### config.mk
export PLATFORM = sky130hd
export DESIGN_NAME = ulpt_cell
export DESIGN_NICKNAME = d
export VERILOG_FILES = /design/src/hw/rtl/ulpt_pkg.sv /design/src/hw/rtl/ulpt_cell.sv
export SDC_FILE = /design/constraint.sdc
export NUM_CORES = 1
export LEC_CHECK = 0
export BUFFER_PORTS_ARGS = -buffer_cell sky130_fd_sc_hd__buf_2
export CAP_MARGIN = 20
export CORE_ASPECT_RATIO = 0.75
export CORE_UTILIZATION = 50
export CTS_CLUSTER_SIZE = 12
export DETAILED_ROUTE_END_ITERATION = 12
export PLACE_DENSITY = 0.88
export SLEW_MARGIN = 25
export SYNTH_ARGS = -nofsm -noshare
export SYNTH_HDL_FRONTEND = slang
export SYNTH_SLANG_ARGS = --single-unit
### constraint.sdc
create_clock -name clk -period 2.6 [get_ports clk]
set_input_delay 0.26 -clock clk [delete_from_list [all_inputs] [get_ports clk]]
set_output_delay 0.26 -clock clk [all_outputs]
set_load 0.03 [all_outputs]
### src/hw/rtl/ulpt_pkg.sv
// ulpt_pkg: shared types and constants for the UDP port listener table.
// No dependencies; imported by ulpt_cell and udp_port_listener_table_core.
package ulpt_pkg;

    localparam int SLOT_COUNT   = 128;
    localparam int IDX_W        = 7;
    localparam int HEADER_BYTES = 8;

    localparam logic [1:0] OP_OPEN   = 2'd0;
    localparam logic [1:0] OP_HEADER = 2'd1;
    localparam logic [1:0] OP_POLL   = 2'd2;

    localparam logic [2:0] ST_OPENED    = 3'd0;
    localparam logic [2:0] ST_BUSY      = 3'd1;
    localparam logic [2:0] ST_FULL      = 3'd2;
    localparam logic [2:0] ST_DELIVERED = 3'd3;
    localparam logic [2:0] ST_IGNORED   = 3'd4;
    localparam logic [2:0] ST_MALFORMED = 3'd5;
    localparam logic [2:0] ST_PENDING   = 3'd6;
    localparam logic [2:0] ST_DONE      = 3'd7;

    typedef struct packed {
        logic [1:0]       operation;
        logic [15:0]      port;
        logic [15:0]      sender_port;
        logic [15:0]      length_field;
        logic [31:0]      buffer_address;
        logic [15:0]      capacity;
        logic [IDX_W-1:0] slot;
    } req_t;

    typedef struct packed {
        logic [2:0]       status;
        logic [IDX_W-1:0] slot_index;
        logic [31:0]      target_address;
        logic [15:0]      copy_length;
        logic [15:0]      remote_port;
    } rsp_t;

    // Search token handed from cell to cell
    typedef struct packed {
        logic             run;
        logic             hit;
        logic [IDX_W-1:0] hit_idx;
        logic             free;
        logic [IDX_W-1:0] free_idx;
        logic [31:0]      hit_buffer;
        logic [15:0]      hit_capacity;
        logic             poll_valid;
        logic [15:0]      poll_sender;
    } link_t;

    // Table update broadcast to all cells at the end of a transaction
    typedef struct packed {
        logic             open;
        logic             deliver;
        logic [IDX_W-1:0] idx;
    } commit_t;

endpackage

### src/hw/rtl/ulpt_cell.sv
// ulpt_cell: one listener slot plus one stage of the search chain.
// Depends on ulpt_pkg.
module ulpt_cell
    import ulpt_pkg::*;
(
    input  logic             clk,
    input  logic             rst_n,
    input  logic [IDX_W-1:0] cell_index,
    input  req_t             req,
    input  commit_t          commit,
    input  link_t            link_in,
    output link_t            link_out
);

    logic        valid_reg;
    logic [15:0] port_reg;
    logic [31:0] buffer_reg;
    logic [15:0] capacity_reg;
    logic [15:0] sender_reg;
    link_t       link_reg;
    link_t       link_next;
    logic        match;
    logic        selected;

    assign match    = valid_reg && (port_reg == req.port);
    assign selected = (commit.idx == cell_index);

    always_comb
    begin
        link_next = link_in;
        if (match && !link_in.hit)
        begin
            link_next.hit          = 1'b1;
            link_next.hit_idx      = cell_index;
            link_next.hit_buffer   = buffer_reg;
            link_next.hit_capacity = capacity_reg;
        end
        if (!valid_reg && !link_in.free)
        begin
            link_next.free     = 1'b1;
            link_next.free_idx = cell_index;
        end
        if (req.slot == cell_index)
        begin
            link_next.poll_valid  = valid_reg;
            link_next.poll_sender = valid_reg ? 16'd0 : sender_reg;
        end
    end

    always_ff @(posedge clk or negedge rst_n)
    begin
        if (!rst_n)
        begin
            valid_reg <= 1'b0;
            link_reg  <= '0;
        end
        else
        begin
            link_reg <= link_next;
            if (selected && commit.open)
                valid_reg <= 1'b1;
            else if (selected && commit.deliver)
                valid_reg <= 1'b0;
        end
    end

    always_ff @(posedge clk)
    begin
        if (selected && commit.open)
        begin
            port_reg     <= req.port;
            buffer_reg   <= req.buffer_address;
            capacity_reg <= req.capacity;
        end
        if (selected && commit.deliver)
            sender_reg <= req.sender_port;
    end

    assign link_out = link_reg;

endmodule

==> results.md, run 1 <==
Run status:
- The run finished with clean final reports.

Clocking:
- The maximum number of buffers from clock root to sink is 2.
- TritonCTS built the clock tree.
- The tree is rooted in a clkbuf_16.
- Clock tree synthesis inserted a total of 17 buffers.
- The number of buffers inserted by hold repair at cts is 1.
- Once the clock tree was built, the resizer swapped 0 gates to a different size.
- In this run the post-CTS setup repair buffer count came out at 0.
- The count of clock tree sinks is 163.
- The H-tree generated during clock tree synthesis spans 4 levels.
- After clock tree synthesis, the clock-pin slew on the worst setup and hold paths is 70 ps.
- Clock latency on the worst-skew pair, taken at its later pin, is 400 ps.

Placement:
- Input and output buffers added on the ports amount to 268.
- The half-perimeter wire length after detailed placement is 10100 µm.
- Timing analysis after detailed placement gives a worst setup slack of roughly 550 ps.
- The global placer's final weighted congestion is between 0.7 and 0.8.

Floorplan:
- In this run the horizontal extent of the chip is 130 µm.
- For this configuration, the core starts out at a cell density of 0.523.
- Pin placement for this block handled 287 I/O pins.
- The standard-cell row count is 34.
- The core region is 0.0118 mm².
- The die outline height is between 90 and 100 µm.
- The die covers 0.0128 mm².

Setup path:
- Of all nets on the critical path, the largest fanout is 31.
- The worst setup path is launched from a register.
- The start-to-end type of the worst setup path is reg2reg.
- The worst setup path is captured at a register.
- The data arrival time at the worst-slack endpoint is 2280 ps.
- The required time of the critical path is 2890 ps.

Timing:
- The maximum clock frequency is 0.501 GHz.
- The final setup TNS is 0 ps.
- Setup repair after global routing left no endpoint under its margin.
- The measured slew at the worst slew-check pin is slightly below 800 ps.
- The part of the cycle the worst path needs is 0.768.
- Counting I/O delays and the setup requirement, the final critical path takes 2000 ps.
- The final number of max-transition violations is 0.
- Setup violations remaining at the end of the flow were counted as 0.
- The headroom to the max-slew limit is 0.471.
- On the final layout, the worst clock skew is around 10 ps.
- The final count of hold timing violations was 0.
- Across all setup checks in the final design, the least slack found is about 600 ps.

Global routing:
- Entering global routing, the biggest net connects between 80 and 90 pins.
- Across every metal layer, demand over resource in global routing totals 0.225.
- The first-pass GRT wire length is approximately 21000 µm.
- The number of global-route vias before repair was 4271.
- The number of antenna violations at the first check in global routing is 0.
- The total congestion overflow after global routing is 0.

Synthesis:
- For this run, the register share of the synthesized area comes to 0.727.
- The number of warnings issued by yosys is 0.
- In the synthesized netlist, the number of instances is 336.
- Counting every net in the synthesized netlist gives 541.
- Dividing the synthesized area by the synthesized cell count gives 18.3 µm².
- Counting flops and latches in the post-synthesis netlist gives 163.
- The synthesized area is 0.00616 mm².
- The count of different cell masters after synthesis is 28.

Power and ir drop:
- Power spread over the standard cell area amounts to ~700 mW/mm².
- IR analysis of the VDD net gives a maximum drop of 0.000577 V.
- The static power due to leakage is 3.85 nW.

Drt:
- The first detailed-routing pass took 6 iterations.
- The number of DRC markers after the initial detailed-route iteration is around 110.
- The per-cell via count in the routed design is 4.76.
- For this block, the routed nets add up to 13700 µm of wire.
- Detailed routing inserted a total of between 3k and 4k vias.
- The number of antenna-violating nets in the routed design is 0.
- After detailed routing, the average wire length per cell comes to about 17 µm.
- For this run, design rule violations remaining after detail routing come to 0.

Worst hold path:
- The path class of the tightest hold or removal check is in2reg.

Cells and area:
- The number of nets in the final layout is ~830.
- The share of post-route cells with drive strength above 1 is 0.586.
- The flip-flop count of the largest register, all copies and words added is 82.
- The repair_antennas step left the layout with diodes totalling 0.
- The area growth from synthesis to layout is 33.9%.

Flow run:
- The tool flagged a number of max-cap violations equal to 0.
report_power, final:
group	switching [mW]	total (mW)	internal, mW
clock network	1.02	2.46	1.43
registers	0.0236	2.82	2.80
logic	0.353	0.633	0.279
Yosys cell counts:
library cell  instances  share of area
dfrtp_1              83           0.34
edfxtp_1             80           0.39
mux2_4               50           0.12
inv_1                19          0.012
nand3b_1             16          0.020
xnor2_1              16          0.023
mux2_2               13          0.024
xor2_1               11          0.016
o21ai_0              10         0.0081
o21ai_1               6         0.0049
buf_12                5          0.016
clkbuf_1              5         0.0030
nand4_1               3         0.0030
nand2_1               2         0.0012
nand2b_1              2         0.0020
nor3_1                2         0.0016
nor4_2                2         0.0041
a21o_1                1         0.0012
a221o_1               1         0.0016
a31o_2                1         0.0014
and2_1                1         0.0010
buf_6                 1         0.0018
nand3_1               1        0.00081
nand4b_1              1         0.0014
nor2_1                1        0.00061
nor2b_1               1         0.0010
nor4_1                1         0.0010
o221ai_1              1         0.0014
worst max-delay path: stages, from the launching register on:
cell and delay (ps):
edfxtp_1 390, xnor2_1 140, nand3_1 100, nor4_2 360, nand4b_1 170, buf_4 330, mux2_4 370
area by class of cell:
class	count	area, µm²
Timing Repair Buffer	276	1430
Inverter	19	71.3
Tap cell	162	203
Multi-Input combinational cell	143	1490
Clock buffer	19	433
Clock inverter	13	150
Fill cell	794	3530
Sequential cell	163	4480
per-layer routing:
metal / GRT usage / part of all wire / up-vias
li1: - / - / 1764
met3: 0.0537 / 0.072 / 23
met4: 0.0814 / 0.014 / 0
met5: 0 / 0 / -
met1: 0.252 / 0.37 / 1828
met2: 0.412 / 0.54 / 171
layout by cell type, fill, tap and decap left out, types with 2 or more instances in the layout:
master	n
nand4_1	3
buf_4	5
o21ai_1	6
nor3_1	2
mux2_2	13
edfxtp_1	80
dfrtp_1	83
bufinv_16	2
clkbuf_16	17
clkinvlp_4	4
mux2_4	50
buf_2	267
inv_1	19
nand2b_1	2
nand3b_1	16
nand2_1	2
dlygate4sd3_1	2
inv_6	3
clkbuf_1	2
xnor2_1	16
o21ai_0	10
clkinv_4	2
xor2_1	11
metrics by stage:
step	instance area (µm²)	utilization	cells	total power, mW	hold slack (ps)
after floorplan	6160	-	336	3.20	-35.6
after global placement	7640	0.649	761	3.49	371
after detailed placement	7640	0.649	761	3.51	374
after CTS	8240	0.699	794	5.96	8.22
after global routing	8250	0.700	795	6.12	4.47
final	8250	0.700	795	5.91	26.2
cell families after synthesis:
group                     Yosys count  synth area share
muxes                              63             0.146
and+or+nand+nor                    33            0.0374
xor gates and xnor gates           27            0.0384
buffers and inverters              30            0.0327
DFF                               163             0.727
AOI/OAI and AO/OA                  20            0.0187
path summary, 6_finish.rpt:
path | start | slack (ps) | to | cells after the start
max | port_reg[7] | 600 | link_out[32] | 6
min | req[30] | 30 | buffer_reg[7] | 1
max reg2reg | port_reg[7] | 600 | link_out[32] | 6
min reg2reg | buffer_reg[10] | 480 | link_out[43] | 1
max in group asynchronous | rst_n | 1550 | link_out[22] | 2
min in group asynchronous | rst_n | 450 | link_out[41] | 2
Power figures use the tool's default switching activity.
==> run 2, diff against run 1 <==
--- a/config.mk
+++ b/config.mk
@@ -8,10 +8,10 @@
 export BUFFER_PORTS_ARGS = -buffer_cell sky130_fd_sc_hd__buf_2
 export CAP_MARGIN = 20
 export CORE_ASPECT_RATIO = 0.75
-export CORE_UTILIZATION = 50
+export CORE_UTILIZATION = 42
 export CTS_CLUSTER_SIZE = 12
 export DETAILED_ROUTE_END_ITERATION = 12
-export PLACE_DENSITY = 0.88
+export PLACE_DENSITY = 0.79
 export SLEW_MARGIN = 25
 export SYNTH_ARGS = -nofsm -noshare
 export SYNTH_HDL_FRONTEND = slang
==> constraint.sdc (replaced) <==
create_clock -name clk -period 1.8 [get_ports clk]
set_input_delay 0.18 -clock clk [delete_from_list [all_inputs] [get_ports clk]]
set_output_delay 0.18 -clock clk [all_outputs]
set_load 0.03 [all_outputs]
==> run 2 against run 1 <==
The run now ends with setup timing left. Sequential power up 45%. Utilization is 1.3 points higher. Largest power group unchanged. Combinational power up 90%. Non-clock buffer count up 163. Highest routed layer unchanged. Flip-flop and latch count unchanged.
==> results.md, run 2 (synthesis results as in run 1) <==
Floorplan:
- The die outline height is around 110 µm.
- The total area inside the core boundary comes to 0.0140 mm².
- The initial core utilization is 0.439.
- The floorplan step set the die width to ~140 µm.
- In this run the core area contains 37 standard-cell rows.
- The count of pins on the block boundary is 287.
- The die covers about 0.015 mm².

Clocking:
- No sink is reached through more buffers than the 2 on the longest clock path.
- The clock drives 163 sinks.
- In this run, CTS created clock tree buffers numbering 17.
- The clock tree from TritonCTS is done.
- Clock tree synthesis selected as its root buffer the cell clkbuf_16.
- Clock-pin slew was measured on the worst setup and hold paths at 70 ps.
- The H-tree was split into 4 levels.
- The clock network latency to the later pin of the worst-skew pair is 420 ps.

Placement:
- The half-perimeter wire length after detailed placement is 10100 µm.
- Buffers placed on the I/O ports in this run total 268.
- The global placer's final weighted congestion is 0.898.

Drt:
- In the final routed layout, each cell accounts on average for around 17 µm.
- The number of DRC markers after the initial detailed-route iteration is 215.
- Summed over all layers, the routed wires come to 17100 µm.
- The detail route stage leaves a number of antenna-violating nets equal to 0.
- The first detailed-routing pass took 5 iterations.
- After detailed routing, the number of vias per cell comes to 4.63.
- After detailed routing, the number of remaining DRC violations is 0.
- The total number of vias is 4586.

Timing:
- Setup violations remaining at the end of the flow were counted as 55.
- The final setup TNS is -4140 ps.
- The clock arrives with 13.3 ps of skew.
- The final count of hold timing violations is 0.
- Final hold analysis gives a worst-case slack of 15.2 ps.
- The part of the cycle the worst path needs is 1.05.
- For the pin with the worst max-slew slack, the measured transition is 515 ps.
- The final number of max-transition violations was 0.
- Setup repair after global routing could not meet its margin everywhere.
- The maximum clock frequency is between 0.5 and 0.6 GHz.
- For the finished layout, the period the worst path requires is 1900 ps.
- The post-layout worst setup margin is -97.6 ps.
- The headroom to the max-slew limit is 0.657.

Power and ir drop:
- The overall power after layout is between 8 and 9 mW.
- For this design the ratio of total power to cell area is 878 mW/mm².
- The maximum vdd drop is ~0.00062 V.
- The analysis attributes to cell leakage a power of between 4 and 5 nW.

Setup path:
- In this design, the stage delay of the slowest critical-path cell is 390 ps.
- Counting both buffers and inverters, the worst setup path holds a total of 2.
- The worst setup path is of the reg2reg kind.
- The kind of start point of the critical path is a register.
- The slowest library cell on the worst path is edfxtp_1.
- The type of destination of the critical path is a register.
- The signal on the critical path passes through xnor2_1 > nand3_1 > nor4_2 > nand4b_1 > buf_6 > clkbuf_16 > mux2_4.
- Data arrives at the worst endpoint at around 2200 ps.
- STA puts the critical path data required time at 2100 ps.
- The critical path's top delay family is simple AND/OR/NAND/NOR gates.
- In this run the worst path has a maximum fanout of 11.

Global routing:
- The total overflow left after global routing is 0.
- The maximum number of pins on one net before global-route repair is between 40 and 50.
- The number of antenna violations at the first check in global routing is 0.
- The number of global-route vias before repair came to 4926.
- The first-pass GRT wire length is between 20000 and 30000 µm.
- The total track usage is 0.230.

Cells and area:
- The number of nets in the final layout is 988.
- The multi-input combinational cells in the finished layout cover a total of 0.00152 mm².
- In the final layout, flip-flops and latches occupy 0.00448 mm².
- The number of diodes added for antenna fixing is 0.
- The share of post-route cells with drive strength above 1 is 0.490.
- Relative to the synthesized area, the layout overhead comes to 62.4%.
- Leaving out fill and tap cells, the most frequent cell in the layout is buf_2.
- The utilization after layout is 0.713.
- Counting the fill cells in the layout gives 882.
- The register with the most flip-flops in the layout has between 80 and 90 of them.
- The top cell types in the final layout, fill and taps aside, are 267 x buf_2, 150 x dlygate4sd3_1, 83 x dfrtp_1, 80 x edfxtp_1, 51 x mux2_4.

Worst hold path:
- The kind of path behind the tightest hold check is in2reg.

Run status:
- The final reports fail on setup timing.
- The flow ran to the end, but the final reports show violations.

Flow run:
- Across the run, the number of max-cap violations was 0.
## run 2: changes by cell type in the layout (fill, tap and decap cells not counted), moves of 2 or more
cell | previous run | this run
dlygate4sd3_1 | 2 | 150
buf_4 | 5 | 13
buf_12 | 1 | 4
clkinv_4 | 2 | 5
buf_16 | 0 | 2
clkbuf_1 | 2 | 0
## run 2: layer usage
layer  track usage  up-vias  share of wire  wire length, µm
met5             0        -              0                0
met4         0.109        0          0.025              429
met3        0.0567       39          0.059             1000
met2         0.411      210           0.53             8990
met1         0.260     2234           0.39             6660
li1              -     2103              -                -
## run 2: final cells by class
class / count / share of cell area
Sequential cell: 163 / 0.448
Timing Repair Buffer: 439 / 0.312
Multi-Input combinational cell: 143 / 0.151
Clock buffer: 17 / 0.0425
Tap cell: 195 / 0.0244
Clock inverter: 15 / 0.0150
Inverter: 19 / 0.00713
## run 2: per-stage QoR
| step | setup slack, ps | instances | cell area (µm²) |
|---|---|---|---|
| 4_1_cts | -110 | 988 | 9920 |
| 5_1_grt | -185 | 991 | 10000 |
| 2_1_floorplan | 47.1 | 336 | 6160 |
| 3_5_place_dp | -156 | 801 | 7790 |
| 6_report | -97.6 | 991 | 10000 |
| 3_3_place_gp | -160 | 801 | 7790 |
## run 2: path summary, 6_finish.rpt
path	from	endpoint	slack, ps	cells after the start
worst max register to register	port_reg[7]	link_out[37]	-100	7
worst min-delay path	link_in[19]	link_out[19]	20	2
worst max-delay path	port_reg[7]	link_out[37]	-100	7
max in group asynchronous	rst_n	link_out[62]	870	3
min in group asynchronous	rst_n	link_out[69]	280	2
worst min register to register	buffer_reg[8]	link_out[41]	470	1
## run 2: repair_timing
item	4_1_cts	5_1_grt
pin swaps	0	1
cloned	1	1
setup buffers	7	1
gates resized for setup	3	5
setup endpoints to repair	55	56
hold buffers	147	3
endpoints found under the hold margin	182	3
## run 2: power by group
part	leakage, nW	switching, mW	internal [mW]
Sequential	1.69	0.0411	4.04
Combinational	2.64	0.575	0.623
Clock	0.274	1.56	1.94
==> run 3, diff against run 2 <==
--- a/config.mk
+++ b/config.mk
@@ -11,7 +11,7 @@
 export CORE_UTILIZATION = 42
 export CTS_CLUSTER_SIZE = 12
 export DETAILED_ROUTE_END_ITERATION = 12
-export PLACE_DENSITY = 0.79
+export PLACE_DENSITY_LB_ADDON = 0.3
 export SLEW_MARGIN = 25
 export SYNTH_ARGS = -nofsm -noshare
 export SYNTH_HDL_FRONTEND = slang
==> run 3 against run 2 <==
The flow still finishes with violations (setup timing). Non-clock buffer count up 8. Clock-buffer cell count grew 2. Utilization increased by 0.65 points. Die area stayed put. Highest routed layer unchanged. Critical path type unchanged. Clock skew is 5.0 ps higher. Worst setup slack got worse by 80 ps. Global-route usage increased by 0.79 points.
==> results.md, run 3 (synthesis results as in run 1) <==
Timing:
- The part of the cycle the worst path needs is 1.10.
- Setup repair after global routing could not meet its margin everywhere.
- Setup total negative slack on the finished layout was measured at -8110 ps.
- The final number of max-transition violations is 0.
- The final count of hold timing violations is 0.
- The clock arrives with 18.3 ps of skew.
- For the pin with the worst max-slew slack, the measured transition is about 410 ps.
- Setup violations remaining at the end of the flow were counted as 55.
- The maximum clock frequency is 0.506 GHz.
- The final critical-path required period is 1980 ps.
- Measured against its own limit, the worst slew margin works out to 0.725.
- The post-layout worst setup margin is -178 ps.

Cells and area:
- The most common library cell in the layout ignoring fill and taps is buf_2.
- The register with the most flip-flops in the layout has between 80 and 90 of them.
- The finished layout holds 1001 standard cells, fillers aside.
- In the layout the commonest cells are 267 x buf_2, 154 x dlygate4sd3_1, 83 x dfrtp_1, 80 x edfxtp_1, 50 x mux2_4.
- The final layout contains 996 nets.
- In the final layout, the share of cells above drive strength 1 is 0.490.
- The finished cells cover about 0.01 mm².
- Relative to the synthesized area, the layout overhead comes to 63.9%.

Drt:
- After detailed routing, the number of remaining DRC violations is 0.
- Once detail routing completed, the nets flagged for antenna violations numbered 0.
- The routed length per instance is 17.4 µm.
- The per-cell via count in the routed design is 4.56.
- The routed design has 17500 µm of wire.
- Summing over every cut layer, the via total after detailed routing is 4566.
- The number of DRC markers after the initial detailed-route iteration is just under 200.
- The number of detailed-route iterations in the first pass is 4.

Floorplan:
- From left edge to right edge, the die measures 142 µm.
- The initial utilization of the core area, before any placement, comes to 0.439.
- The standard-cell row count is 37.
- For this design the top-level I/O count stands at 287.
- The die outline height is 107 µm.
- The die covers 0.0152 mm².
- The placeable core region is approximately 0.014 mm².

Setup path:
- The required time of the critical path is 2100 ps.
- The source of the worst register-to-register timing path is port_reg[0].
- Data on the critical path arrives at its endpoint at 2280 ps.
- Tracing the worst setup path back leads to its startpoint at port_reg[0].
- The largest fanout on the critical path is 28.
- The capturing point of the worst reg2reg path is link_out[55].
- For flop-to-flop paths, the worst setup slack is -180 ps.
- The critical path is of the reg2reg type.
- The type of destination of the critical path is a register.
- The timing endpoint of the critical path is link_out[55].
- The worst setup path is launched from a register.
- The number of cells traversed by the worst register-to-register path is 7.

Global routing:
- The first-pass GRT wire length is 26400 µm.
- After global routing, the most crowded layer is met2.
- The maximum number of pins on one net before global-route repair is 54.
- For met1 alone, demand over resource in global routing was 0.258.
- In the global route stage, overall resource usage came out at 0.238.
- Global routing finished with a remaining overflow of 0.
- The number of antenna violations at the first check in global routing is 2.
- The number of global-route vias before repair is 5050.
- For met2 alone, demand over resource in global routing was 0.436.
- The met3 usage is 0.0710.

Placement:
- The total of buffers placed on input and output ports is 268.
- The post-placement cell count is 807.
- The global placer's final weighted congestion is ~0.86.
- The post-placement worst setup slack is -145 ps.
- The half-perimeter wire length after detailed placement is 10400 µm.
- After detailed placement, the total cell area comes to 0.00783 mm².

Clocking:
- The number of H-tree levels is 4.
- The clock net in this run drives a total of ~160 sinks.
- The root buffer cell chosen for the clock tree is clkbuf_16.
- The longest clock path from root to sink contains 2 buffers.
- The clock network latency to the later pin of the worst-skew pair is 420 ps.
- The clock tree from TritonCTS is done.
- The number of buffers added by the clock tree synthesis step is 17.
- After clock tree synthesis, the clock-pin slew on the worst setup and hold paths is 60 ps.

Worst hold path:
- The cell depth of the worst min-delay path is 3.
- The min-delay analysis places its worst path in the category in2reg.
- The worst hold path begins at link_in[1].

Power and ir drop:
- The maximum vdd drop is 0.000807 V.
- The cell internal power dissipation is 6.86 mW.
- In this run the power spent charging and discharging nets is 2.11 mW.
- Of the total power, the clock network draws 0.409.
- The static power due to leakage is between 4 and 5 nW.
- Of the total power, the share spent switching nets is 0.235.
- The power density of the placed cells is 889 mW/mm².
- Of the total power, registers draw 0.455.
- The share of total power in combinational logic is 0.136.
- Overall power consumption after layout is estimated at 8.97 mW.

Run status:
- The checks that failed: setup timing.
- The flow ran to the end, but the final reports show violations.

Flow run:
- The max-cap check violation count is 0.
-- run 3: per-stage QoR --
step | utilization | hold WS, ps
6_report | 0.720 | 18.9
5_1_grt | 0.720 | 3.15
4_1_cts | 0.715 | 0.141
3_5_place_dp | 0.558 | 201
3_3_place_gp | 0.558 | 202
2_1_floorplan | - | -116
-- run 3: power groups by stage --
| stage | sequential, mW | clock (mW) | combinational (mW) |
|---|---|---|---|
| floorplan | 4.38 | 0 | 0.240 |
| detailed placement | 4.15 | 0 | 0.939 |
| finish | 4.08 | 3.67 | 1.22 |
| global route | 4.09 | 3.91 | 1.30 |
| CTS | 4.08 | 3.73 | 1.21 |
| global placement | 4.15 | 0 | 0.918 |
-- run 3: cell type report --
| cell class | count | area [µm²] |
|---|---|---|
| flip-flops and latches | 163 | 4480 |
| fillers | 898 | 3930 |
| repair buffers | 447 | 3170 |
| multi-input cells | 143 | 1510 |
| clock buffers | 19 | 464 |
| well taps | 195 | 244 |
| clock inverters | 13 | 144 |
| inverters | 19 | 71.3 |
| diodes | 2 | 5.00 |
-- run 3: worst max-delay path, stage by stage, from the launching register on --
cell      delay (ps)
edfxtp_1         430
xnor2_2          180
nand4_1          180
nor4_4           200
nand4b_1         160
buf_4            180
buf_12           170
mux2_4           330
-- run 3: what timing repair did --
action / 4_1_cts / 5_1_grt
gates cloned: 1 / 1
setup buffers: 3 / 1
pin swaps: 0 / 1
setup endpoints to repair: 55 / 55
hold endpoints to repair: 235 / 1
resized for setup: 1 / 3
hold buffers: 153 / 1
-- run 3: layer usage --
layer | part of all wire | wire length (µm)
met1 | 0.37 | 6530
met2 | 0.53 | 9340
met3 | 0.070 | 1220
met4 | 0.022 | 381
met5 | 0 | 0
-- run 3: how the worst min path moves through the flow --
stage                              end  slack [ps]
after floorplan            link_out[0]        -120
after global placement    link_out[79]         200
after detailed placement  link_out[62]         200
after CTS                  link_out[1]         0.1
after global routing      link_out[13]           3
final                      link_out[1]          20
